File: src/hdl/slsc_pkg.sv
// Shared constants and register index codes for the staircase light switch controller.
`timescale 1ns / 1ps

package slsc_pkg;

  localparam int unsigned TICK_W   = 8;   // debounce counter width
  localparam int unsigned TIMER_W  = 16;  // auto-off countdown width
  localparam int unsigned LEVEL_W  = 4;   // PWM phase and LED level width
  localparam int unsigned CFG_IDX_W = 3;
  localparam int unsigned CFG_DATA_W = 16;
  localparam int unsigned IN_DATA_W = 8;
  localparam int unsigned OUT_DATA_W = 8;

  localparam logic [TICK_W-1:0]  FILTER_COUNT_RST   = 8'd10;
  localparam logic [TICK_W-1:0]  FILTER_LIMIT_RST   = 8'd100;
  localparam logic [TIMER_W-1:0] AUTO_OFF_TICKS_RST = 16'd30000;
  localparam logic [LEVEL_W-1:0] PWM_STEPS_RST      = 4'd5;
  localparam logic               DOOR_ENABLE_RST    = 1'b1;

  typedef enum logic [CFG_IDX_W-1:0] {
    REG_FILTER_COUNT   = 3'd0,
    REG_FILTER_LIMIT   = 3'd1,
    REG_AUTO_OFF_TICKS = 3'd2,
    REG_PWM_STEPS      = 3'd3,
    REG_DOOR_ENABLE    = 3'd4
  } cfg_reg_t;

endpackage

File: src/hdl/staircase_light_switch_controller.sv
// Staircase light switch controller: debounce, toggle sequence, auto-off and LED fade.
`timescale 1ns / 1ps

// One request on the input stream is one 5 ms tick carrying the raw button and door
// levels; each request yields exactly one result (load state plus red/green LED drive).
// All per-tick work is a single pass of short logic from the state registers into a
// two-entry output buffer, so a request is taken every clock unless the input stalls,
// and each result is registered into that buffer on acceptance. The input side stalls
// only while both output entries are full. Configuration writes are always accepted and
// take effect on the next tick; write them only while no tick is in flight.
module staircase_light_switch_controller
  import slsc_pkg::*;
(
  input  logic                  clk,
  input  logic                  rst,
  // tick requests
  input  logic                  s_axis_tvalid,
  output logic                  s_axis_tready,
  input  logic [IN_DATA_W-1:0]  s_axis_tdata,   // [0] button_pressed, [1] door_closed
  // results
  output logic                  m_axis_tvalid,
  input  logic                  m_axis_tready,
  output logic [OUT_DATA_W-1:0] m_axis_tdata,   // [0] load_on, [1] red_led, [2] green_led
  // configuration writes
  input  logic                  cfg_valid,
  output logic                  cfg_ready,
  input  logic [CFG_IDX_W-1:0]  cfg_index,
  input  logic [CFG_DATA_W-1:0] cfg_data
);

  typedef enum logic [1:0] {
    SW_OFF_WAIT_PRESS = 2'd0,
    SW_ON_WAIT_REL    = 2'd1,
    SW_ON_WAIT_PRESS  = 2'd2,
    SW_OFF_WAIT_REL   = 2'd3
  } sw_phase_t;

  typedef enum logic [2:0] {
    FD_IDLE       = 3'd0,
    FD_RED_RISE   = 3'd1,
    FD_RED_ON     = 3'd2,
    FD_RED_FALL   = 3'd3,
    FD_GREEN_RISE = 3'd4,
    FD_GREEN_ON   = 3'd5,
    FD_GREEN_FALL = 3'd6
  } fade_phase_t;

  // configuration
  logic [TICK_W-1:0]  filter_count;
  logic [TICK_W-1:0]  filter_limit;
  logic [TIMER_W-1:0] auto_off_ticks;
  logic [LEVEL_W-1:0] pwm_steps;
  logic               door_enable;

  // tick state
  logic [TICK_W-1:0]  press_ticks, press_ticks_next;
  logic [TICK_W-1:0]  release_ticks, release_ticks_next;
  logic [TICK_W-1:0]  door_closed_ticks, door_closed_ticks_next;
  logic [TICK_W-1:0]  door_open_ticks, door_open_ticks_next;
  sw_phase_t          switch_phase, switch_phase_next;
  logic               light_state, light_state_next;
  logic [TIMER_W-1:0] off_countdown, off_countdown_next;
  logic [LEVEL_W-1:0] pwm_phase, pwm_phase_next;
  logic [LEVEL_W-1:0] red_level, red_level_next;
  logic [LEVEL_W-1:0] green_level, green_level_next;
  fade_phase_t        fade_phase, fade_phase_next;

  // output buffer: main register plus skid entry
  logic                  out_valid;
  logic [OUT_DATA_W-1:0] out_data;
  logic                  skid_valid;
  logic [OUT_DATA_W-1:0] skid_data;

  logic                  button, closed;
  logic                  red_on, green_on;
  logic [LEVEL_W:0]      pwm_inc;
  logic [LEVEL_W:0]      red_inc, green_inc;
  logic [OUT_DATA_W-1:0] result;
  logic                  in_accept;

  assign button    = s_axis_tdata[0];
  assign closed    = s_axis_tdata[1];
  assign in_accept = s_axis_tvalid && s_axis_tready;

  assign s_axis_tready = !skid_valid;
  assign m_axis_tvalid = out_valid;
  assign m_axis_tdata  = out_data;
  assign cfg_ready     = 1'b1;

  always_comb begin
    press_ticks_next       = press_ticks;
    release_ticks_next     = release_ticks;
    door_closed_ticks_next = door_closed_ticks;
    door_open_ticks_next   = door_open_ticks;
    switch_phase_next      = switch_phase;
    light_state_next       = light_state;
    off_countdown_next     = off_countdown;
    red_level_next         = red_level;
    green_level_next       = green_level;
    fade_phase_next        = fade_phase;
    pwm_inc                = {1'b0, pwm_phase} + 1'b1;
    red_inc                = {1'b0, red_level} + 1'b1;
    green_inc              = {1'b0, green_level} + 1'b1;

    // saturating level counters
    if (door_enable) begin
      if (closed) begin
        if (door_closed_ticks < filter_limit) door_closed_ticks_next = door_closed_ticks + 1'b1;
        door_open_ticks_next = '0;
      end else begin
        if (door_open_ticks < filter_limit) door_open_ticks_next = door_open_ticks + 1'b1;
        door_closed_ticks_next = '0;
      end
    end else begin
      door_closed_ticks_next = '0;
      door_open_ticks_next   = '0;
    end
    if (button) begin
      if (press_ticks < filter_limit) press_ticks_next = press_ticks + 1'b1;
      release_ticks_next = '0;
    end else begin
      if (release_ticks < filter_limit) release_ticks_next = release_ticks + 1'b1;
      press_ticks_next = '0;
    end

    // switch sequence; checks within a phase apply in order
    case (switch_phase)
      SW_OFF_WAIT_PRESS: begin
        if (door_enable && door_open_ticks_next == filter_count) begin
          light_state_next   = 1'b1;
          off_countdown_next = auto_off_ticks;
          switch_phase_next  = SW_ON_WAIT_PRESS;
        end
        if (press_ticks_next == filter_count) begin
          light_state_next   = 1'b1;
          off_countdown_next = auto_off_ticks;
          switch_phase_next  = (switch_phase_next == SW_ON_WAIT_PRESS) ?
                               SW_OFF_WAIT_REL : SW_ON_WAIT_REL;
        end
      end
      SW_ON_WAIT_REL: begin
        if (release_ticks_next == filter_count) switch_phase_next = SW_ON_WAIT_PRESS;
      end
      SW_ON_WAIT_PRESS: begin
        if (auto_off_ticks != '0) begin
          if (off_countdown != '0) begin
            off_countdown_next = off_countdown - 1'b1;
          end else begin
            light_state_next  = 1'b0;
            switch_phase_next = SW_OFF_WAIT_PRESS;
          end
        end
        if (door_enable && door_closed_ticks_next == filter_count) begin
          light_state_next  = 1'b0;
          switch_phase_next = SW_OFF_WAIT_PRESS;
        end
        if (press_ticks_next == filter_count) begin
          light_state_next  = 1'b0;
          // an off earlier in this tick leaves the phase at 0, so the press lands on 1
          switch_phase_next = (switch_phase_next == SW_ON_WAIT_PRESS) ?
                              SW_OFF_WAIT_REL : SW_ON_WAIT_REL;
        end
      end
      SW_OFF_WAIT_REL: begin
        if (release_ticks_next == filter_count) switch_phase_next = SW_OFF_WAIT_PRESS;
      end
      default: begin
        switch_phase_next = SW_OFF_WAIT_PRESS;
      end
    endcase

    // LED drive uses the levels before this tick's fade update
    red_on   = red_level > pwm_phase;
    green_on = green_level > pwm_phase;

    if (pwm_inc >= {1'b0, pwm_steps}) begin
      pwm_phase_next = '0;
      case (fade_phase)
        FD_IDLE: fade_phase_next = light_state_next ? FD_GREEN_RISE : FD_RED_RISE;
        FD_RED_RISE: begin
          if (red_inc >= {1'b0, pwm_steps}) begin
            red_level_next  = pwm_steps;
            fade_phase_next = FD_RED_ON;
          end else begin
            red_level_next = red_inc[LEVEL_W-1:0];
          end
        end
        FD_RED_ON: begin
          if (light_state_next) fade_phase_next = FD_RED_FALL;
        end
        FD_RED_FALL: begin
          if (red_level <= 4'd1) begin
            red_level_next  = '0;
            fade_phase_next = FD_IDLE;
          end else begin
            red_level_next = red_level - 1'b1;
          end
        end
        FD_GREEN_RISE: begin
          if (green_inc >= {1'b0, pwm_steps}) begin
            green_level_next = pwm_steps;
            fade_phase_next  = FD_GREEN_ON;
          end else begin
            green_level_next = green_inc[LEVEL_W-1:0];
          end
        end
        FD_GREEN_ON: begin
          if (!light_state_next) fade_phase_next = FD_GREEN_FALL;
        end
        FD_GREEN_FALL: begin
          if (green_level <= 4'd1) begin
            green_level_next = '0;
            fade_phase_next  = FD_IDLE;
          end else begin
            green_level_next = green_level - 1'b1;
          end
        end
        default: begin
          red_level_next   = '0;
          green_level_next = '0;
          fade_phase_next  = FD_IDLE;
        end
      endcase
    end else begin
      pwm_phase_next = pwm_inc[LEVEL_W-1:0];
    end

    result = {{(OUT_DATA_W-3){1'b0}}, green_on, red_on, light_state_next};
  end

  always_ff @(posedge clk) begin
    if (rst) begin
      filter_count      <= FILTER_COUNT_RST;
      filter_limit      <= FILTER_LIMIT_RST;
      auto_off_ticks    <= AUTO_OFF_TICKS_RST;
      pwm_steps         <= PWM_STEPS_RST;
      door_enable       <= DOOR_ENABLE_RST;
      press_ticks       <= '0;
      release_ticks     <= '0;
      door_closed_ticks <= '0;
      door_open_ticks   <= '0;
      switch_phase      <= SW_OFF_WAIT_PRESS;
      light_state       <= 1'b0;
      off_countdown     <= '0;
      pwm_phase         <= '0;
      red_level         <= '0;
      green_level       <= '0;
      fade_phase        <= FD_IDLE;
      out_valid         <= 1'b0;
      skid_valid        <= 1'b0;
    end else begin
      if (cfg_valid) begin
        case (cfg_reg_t'(cfg_index))
          REG_FILTER_COUNT:   filter_count   <= cfg_data[TICK_W-1:0];
          REG_FILTER_LIMIT:   filter_limit   <= cfg_data[TICK_W-1:0];
          REG_AUTO_OFF_TICKS: auto_off_ticks <= cfg_data[TIMER_W-1:0];
          REG_PWM_STEPS:      pwm_steps      <= cfg_data[LEVEL_W-1:0];
          REG_DOOR_ENABLE:    door_enable    <= cfg_data[0];
          default: ;
        endcase
      end

      if (in_accept) begin
        press_ticks       <= press_ticks_next;
        release_ticks     <= release_ticks_next;
        door_closed_ticks <= door_closed_ticks_next;
        door_open_ticks   <= door_open_ticks_next;
        switch_phase      <= switch_phase_next;
        light_state       <= light_state_next;
        off_countdown     <= off_countdown_next;
        pwm_phase         <= pwm_phase_next;
        red_level         <= red_level_next;
        green_level       <= green_level_next;
        fade_phase        <= fade_phase_next;
      end

      if (!out_valid || m_axis_tready) begin
        if (skid_valid) begin
          out_valid  <= 1'b1;
          out_data   <= skid_data;
          skid_valid <= 1'b0;
        end else begin
          out_valid <= in_accept;
          out_data  <= result;
        end
      end else if (in_accept) begin
        skid_valid <= 1'b1;
        skid_data  <= result;
      end
    end
  end

  // the skid entry is only filled behind a held main entry
  a_skid_behind_main: assert property (@(posedge clk) disable iff (rst)
    skid_valid |-> out_valid)
    else $error("skid entry valid with empty output register");

  a_skid_fill_on_stall: assert property (@(posedge clk) disable iff (rst)
    $rose(skid_valid) |-> $past(m_axis_tvalid && !m_axis_tready))
    else $error("skid entry filled without an output stall");

  a_request_yields_result: assert property (@(posedge clk) disable iff (rst)
    in_accept |=> m_axis_tvalid)
    else $error("accepted tick produced no pending result");

endmodule

File: config.mk
export PLATFORM = sky130hd
export DESIGN_NAME = staircase_light_switch_controller
export DESIGN_NICKNAME = d
export VERILOG_FILES = /design/src/hdl/slsc_pkg.sv /design/src/hdl/staircase_light_switch_controller.sv
export SDC_FILE = /design/constraint.sdc
export NUM_CORES = 1
export LEC_CHECK = 0
export CELL_PAD_IN_SITES_DETAIL_PLACEMENT = 0
export CELL_PAD_IN_SITES_GLOBAL_PLACEMENT = 2
export CORE_MARGIN = 8
export CORE_UTILIZATION = 39
export CTS_CLUSTER_DIAMETER = 40
export DETAILED_ROUTE_END_ITERATION = 8
export DONT_BUFFER_PORTS = 1
export PLACE_DENSITY_LB_ADDON = 0.1
export SLEW_MARGIN = 20
export SYNTH_ARGS = -nofsm -noshare
export SYNTH_HDL_FRONTEND = slang
export SYNTH_SLANG_ARGS = --single-unit
export TNS_END_PERCENT = 1
File: constraint.sdc
create_clock -name clk -period 4.5 [get_ports clk]
set_input_delay 0.9 -clock clk [delete_from_list [all_inputs] [get_ports clk]]
set_output_delay 0.9 -clock clk [all_outputs]
set_load 0.05 [all_outputs]
# [Word level (Yosys, flattened, before mapping)]
# Cells that the tools add are included.
[classes] eq_ne=30 magnitude_cmp=11 add_sub_neg=10 n_mux=52 reduce_logical=27 bitwise=4
[ops] operator="2-to-1 mux 8 bit" count=10
[ops] operator="2-to-1 mux 16 bit" count=4
[ops] operator="adder 8 x 1 -> 8 bit (second input constant)" count=4
[ops] operator="== test 8 bit" count=4
[ops] operator="less-than comparator 8 bit" count=4
[ops] operator="case mux 16 bit (2 select lines)" count=1
[ops] operator="nonzero test 16 bit" count=2
[ops] operator="2-to-1 mux 2 bit" count=12
[ops] operator="2-to-1 mux 3 bit" count=8
[ops] operator="case mux 4 bit (3 select lines)" count=2
[ops] operator="case mux 3 bit (7 select lines)" count=1
[ops] operator="2-to-1 mux 4 bit" count=5
[ops] operator="inequality test 2 bit (second input constant)" count=10
[ops] operator="subtractor 16 x 1 -> 16 bit (second input constant)" count=1
[ops] operator="adder 4 x 1 -> 5 bit (second input constant)" count=3
[ops] operator=">= comparator 5 x 4 -> 1 bit" count=3
[ops] operator="== test 3 x 2 -> 1 bit (second input constant)" count=4
[ops] operator="== test 3 bit (second input constant)" count=4
[ops] operator="AND reduction 2 bit" count=6
[ops] operator="AND reduction 3 bit" count=4
[ops] operator="OR reduction 5 bit" count=2
[ops] operator="== test 2 bit (second input constant)" count=4
[ops] operator="greater-than comparator 4 bit" count=2
[ops] operator="<= comparator 4 x 1 -> 1 bit (second input constant)" count=2
[ops] operator="other kinds (17)" count=32
[word_totals] regBits=111

# [Depth between registers and ports, before layout]
[depth] depth_word=12 mapped_depth=15 ltp_nobuf=14

# [Worst setup path after synthesis]
# No wires, ideal clock.
[synth_path] path_kind="reg-to-reg" start="reg filter_limit[5]" end="reg fade_phase[0]" n_path_buf=0 arrival_time_ns=3.296 setup_slack_ns=1.130 stages_incl_launch_ff=15 period_less_slack_ns=3.370 path_cell_list="dfxtp_1 > inv_1 > ha_1 > a21oi_1 > o21ai_1 > a311oi_1 > mux2_2 > a2111oi_2 > nand4_1 > o41ai_2 > o21ai_0 > nand2_1 > o21ai_4 > or4_1 > a31oi_1"
[synth_between] elab_chain_cells=11 word_cells_on_any_way=26
[synth_lines] item="start, declared" line="staircase_light_switch_controller.sv:50" source="logic [TICK_W-1:0] filter_limit;"
[synth_lines] item="start signal, assigned" line="staircase_light_switch_controller.sv:255" source="REG_FILTER_LIMIT: filter_limit <= cfg_data[TICK_W-1:0];"
[synth_lines] item="less-than comparator 8 bit (on tied branches)" line="staircase_light_switch_controller.sv:108, staircase_light_switch_controller.sv:111"
[synth_lines] item="2-to-1 mux 8 bit (on tied branches)" line="staircase_light_switch_controller.sv:108, staircase_light_switch_controller.sv:111"
[synth_lines] item="2-to-1 mux 8 bit" line="staircase_light_switch_controller.sv:107" source="if (closed) begin"
[synth_lines] item="2-to-1 mux 8 bit" line="staircase_light_switch_controller.sv:106" source="if (door_enable) begin"
[synth_lines] item="== test 8 bit (on tied branches)" line="staircase_light_switch_controller.sv:153, staircase_light_switch_controller.sv:129"
[synth_lines] item="logical AND 1 bit (on tied branches)" line="staircase_light_switch_controller.sv:153, staircase_light_switch_controller.sv:129"
[synth_lines] item="2-to-1 mux 1 bit (on tied branches)" line="staircase_light_switch_controller.sv:153, staircase_light_switch_controller.sv:129"
[synth_lines] item="2-to-1 mux 1 bit (on tied branches)" line="staircase_light_switch_controller.sv:157, staircase_light_switch_controller.sv:134"
[synth_lines] item="case mux 1 bit (2 select lines) *" line="staircase_light_switch_controller.sv:127" source="case (switch_phase)"
[synth_lines] item="named net light_state_next" line="staircase_light_switch_controller.sv:61" source="logic light_state, light_state_next;"
[synth_lines] item="2-to-1 mux 3 bit / inequality test 2 bit (equally long branches)"
[synth_lines] item="case mux 3 bit (7 select lines) / AND reduction 8 bit (equally long branches)"
[synth_lines] item="end signal, assigned" line="staircase_light_switch_controller.sv:274" source="fade_phase <= fade_phase_next;"
[synth_lines] item="end, declared" line="staircase_light_switch_controller.sv:66" source="fade_phase_t fade_phase, fade_phase_next;"
# Mark *: on every way through the listed nets, which the timed path passes. The rest lies on a longest branch.
# A chain may end at the register's enable or synchronous reset.

# [Worst setup path after layout]
[layout_path] start="reg filter_limit[6]" end="reg off_countdown[10]"
[layout_between] elab_chain_cells=8 word_cells_on_any_way=14
[layout_lines] item="less-than comparator 8 bit" line="staircase_light_switch_controller.sv:111" source="if (door_open_ticks < filter_limit) door_open_ticks_next = door_open_ticks + 1'b1;"
[layout_lines] item="2-to-1 mux 8 bit" line="staircase_light_switch_controller.sv:111"
[layout_lines] item="2-to-1 mux 8 bit" line="staircase_light_switch_controller.sv:107"
[layout_lines] item="2-to-1 mux 8 bit" line="staircase_light_switch_controller.sv:106"
[layout_lines] item="== test 8 bit" line="staircase_light_switch_controller.sv:129" source="if (door_enable && door_open_ticks_next == filter_count) begin"
[layout_lines] item="logical AND 1 bit" line="staircase_light_switch_controller.sv:129"
[layout_lines] item="inequality test 3 bit (no line)"
[layout_lines] item="AND reduction 5 bit (no line)"
[layout_lines] item="end signal, assigned" line="staircase_light_switch_controller.sv:270" source="off_countdown <= off_countdown_next;"
[layout_lines] item="end, declared" line="staircase_light_switch_controller.sv:62" source="logic [TIMER_W-1:0] off_countdown, off_countdown_next;"
# Parallel ways exist; a longest one is shown, timed or not.

==> flow_summary.toml <==
[sta]
fmax_ghz = 0.241
rsz0062_at_grt = "false"
timing.final.crit_share_pct = 92.1
tightest_slew_ns = 1.15
maxSlewHeadroom_pct = 22.4
setup_ws_ns = 0.358
drv_slew = 0
hold_violations = 0
setup_tns_ns = 0
finalSetupViolCount = 0
fin_skew_ns = 0.0136
fin_crit_ns = 4.14

[routing]
drt-total-wl_um = 23100
vias = 7402
drt_iter0_drc = 436
ant_nets = 0
firstDrtPassIters = 5
via_per_inst = 5.66
drc = 0
wl_per_cell_um = 17.7

[synthesis]
synth_top_area_share_pct = 25.6
synthFlopType = "dfxtp_1"
synth_area_mm2 = 0.00822
yosysUniqueCellTypes = 81
synth_area_leader_cell = "dfxtp_1"
yosysSeqAreaShare_pct = 27.8
ys_async_sr_fraction_pct = 0
synth.avg_cell_area_um2 = 7.75
synth-edff-count = 6
synthTopCellsByArea = "dfxtp_1 (26%), ha_1 (9.1%), a21oi_1 (5.7%), nand2_1 (5.4%), nor2_1 (5.1%)"
ys_ff_latch = 111
synthesis.instances = 1061
yosysWarnings = 0

[outcome]
outcome = "finished, final reports clean"

[floorplanning]
initial_core_util_pct = 39.4
core_area_mm2 = 0.0209
die_w_um = 161
rows = 53
die_y_um = 161
ios = 43
die-area_mm2 = 0.0260

[grt]
gr-total-overflow = 0
grt_max_degree = 111
antenna_found_initial = 0
grt_use_total_pct = 17.6
grt_pass1_vias = 6836
grt_pass1_wl_um = 37400

[worst_setup_path]
cp.arrival_ns = 4.45
cp_slowest_cell = "a311oi_1"
path_delay_family = "compound AO/OA/AOI/OAI gates"
cp_cell_sequence = "inv_1 -> ha_1 -> a21o_1 -> a21o_2 -> a311oi_1 -> xor2_1 -> mux2i_1 -> nand4_1 -> nor3b_1 -> a21o_1 -> nand2_2 -> a211o_2 -> or2_0 -> a21oi_1"
cp_slowest_stage_delay_ns = 0.53
crit_buf_inv = 1
critPathKind = "reg -> reg"
cpMostUsedCell = "a21o_1"
crit_required_ns = 4.80
critPathLaunchType = "flip-flop"
end_kind = "flip-flop"
cp_max_fo = 30

[power]
ir_drop_mv = 0.178
power_density_mw_per_mm2 = 243
p_leak_uw = 0.00339
total_power_uw = 2110

[placed_design]
io_buffers = 0
place_worst_setup_slack_ns = 0.395
dp_hpwl_um = 16500
gp_congestion = 0.777

[clock_network]
post-cts-setup-buffer-count = 0
ctsHoldBuffers = 0
cts-htree-levels = 3
clock_latency_ns = 0.37
cts_resized = 0
path_clk_slew_ns = 0.09
cts.sinks = 111
cts_buffer_depth = 2
cts_buffers = 9
cts_tree = "built"
clockRootBuffer = "clkbuf_16"

[layout]
final_nets = 1119
syn_to_final_growth_pct = 5.54
drive_gt1_share_pct = 6.59
insertedDiodeCount = 0

[worst_hold_path]
hold_path.class = "reg -> reg"

[run]
max_cap_violations = 0
==> flip-flops by register name (all words and copies together) (netlist names), 8 cells and up <==
signal / cells
auto_off_ticks: 16
filter_limit: 8
door_open_ticks: 8
filter_count: 8
door_closed_ticks: 8
release_ticks: 8
off_countdown: 16
press_ticks: 8
==> cells by family (layout without fill, tap and decap cells) <==
group	count (synthesis)	count (layout)	share of synthesized area, %
other	2	6	0.0914
adders and majority gates	60	60	9.13
buffers and inverters	100	67	5.57
muxes	35	35	4.35
and+or+nand+nor	432	432	26.1
DFF	111	111	27.8
AOI/OAI and AO/OA	282	282	22.8
xor gates and xnor gates	39	39	4.16
==> final cells by class <==
class,instances,area (um2)
Inverter,36,135
Clock inverter,6,75.1
Fill cell,2200,12200
Tap cell,275,344
Sequential cell,111,2280
Multi-Input combinational cell,854,5500
Clock buffer,10,229
Timing Repair Buffer,15,113
==> metrics by stage <==
| stage | utilization [%] | area [um2] | instances | hold WS, ns |
|---|---|---|---|---|
| 2_1_floorplan | - | 8240 | 1065 | 0.437 |
| 3_3_place_gp | 40.1 | 8370 | 1291 | 0.444 |
| 3_5_place_dp | 40.1 | 8370 | 1291 | 0.447 |
| 4_1_cts | 41.5 | 8680 | 1307 | 0.459 |
| 5_1_grt | 41.5 | 8680 | 1307 | 0.489 |
| 6_report | 41.5 | 8680 | 1307 | 0.473 |
==> metal layers <==
metal,track usage [%],wire (um),up-vias
met5,0,0,-
met4,4.92,350,0
met3,2.01,686,19
met2,27.7,10200,128
met1,25.0,11800,3524
li1,-,-,3731
==> placed cells by master (no fill, tap or decap), types with 4 or more instances in the layout <==
cell type,n
a41oi_1,4
and3_1,8
nand2_1,119
mux2_2,6
buf_4,15
o311a_1,4
clkbuf_16,9
nand3b_1,16
nor2b_1,21
xnor2_1,22
edfxtp_1,6
inv_1,35
nand4_1,17
a211o_1,6
dfxtp_1,105
nor4_1,16
or3_1,12
nand2b_1,24
o21a_1,4
conb_1,6
ha_1,60
nand3_1,21
o22ai_1,6
and2_1,11
o21ai_0,57
a211oi_1,6
a21o_1,12
a22oi_1,18
xor2_1,17
nor3_1,24
o32ai_1,5
mux2i_1,29
a31oi_1,10
or2_0,7
a21oi_1,93
o21ai_1,7
a311oi_1,10
o31ai_1,5
nor2_1,112
==> worst register-to-register path, delay by kind of cell, from the launching register on <==
family	cells	cell delay, ns
compound gates	6	1.81
simple gates	4	0.90
fa+ha+maj	1	0.31
flops	1	0.30
buf+inv	1	0.28
xor+xnor	1	0.26
mux	1	0.22
==> power breakdown <==
part | total (uW) | internal (uW) | leakage [uW] | switching (uW)
sequential | 1050 | 1010 | 0.000908 | 38.1
clock | 868 | 443 | 0.000146 | 425
combinational | 189 | 72.1 | 0.00233 | 117
total | 2110 | 1530 | 0.00339 | 580
==> worst paths after layout <==
path	slack, ns	depth (start not counted)	startpoint	endpoint
max	0.36	14	filter_limit[6]	off_countdown[10]
min reg2reg	0.47	2	light_state	light_state
min	0.47	2	light_state	light_state
max reg2reg	0.36	14	filter_limit[6]	off_countdown[10]
==> cells in the mapped netlist (18+ instances only) <==
library cell	instances
dfxtp_1	105
a22oi_1	18
nand3_1	21
ha_1	60
mux2i_1	29
clkbuf_1	39
nor2b_1	22
xnor2_1	22
nand2_1	119
nand2b_1	24
inv_1	35
nor3_1	24
a21oi_1	93
nor2_1	112
o21ai_0	57
No activity file was read; power rests on OpenSTA's default activity.
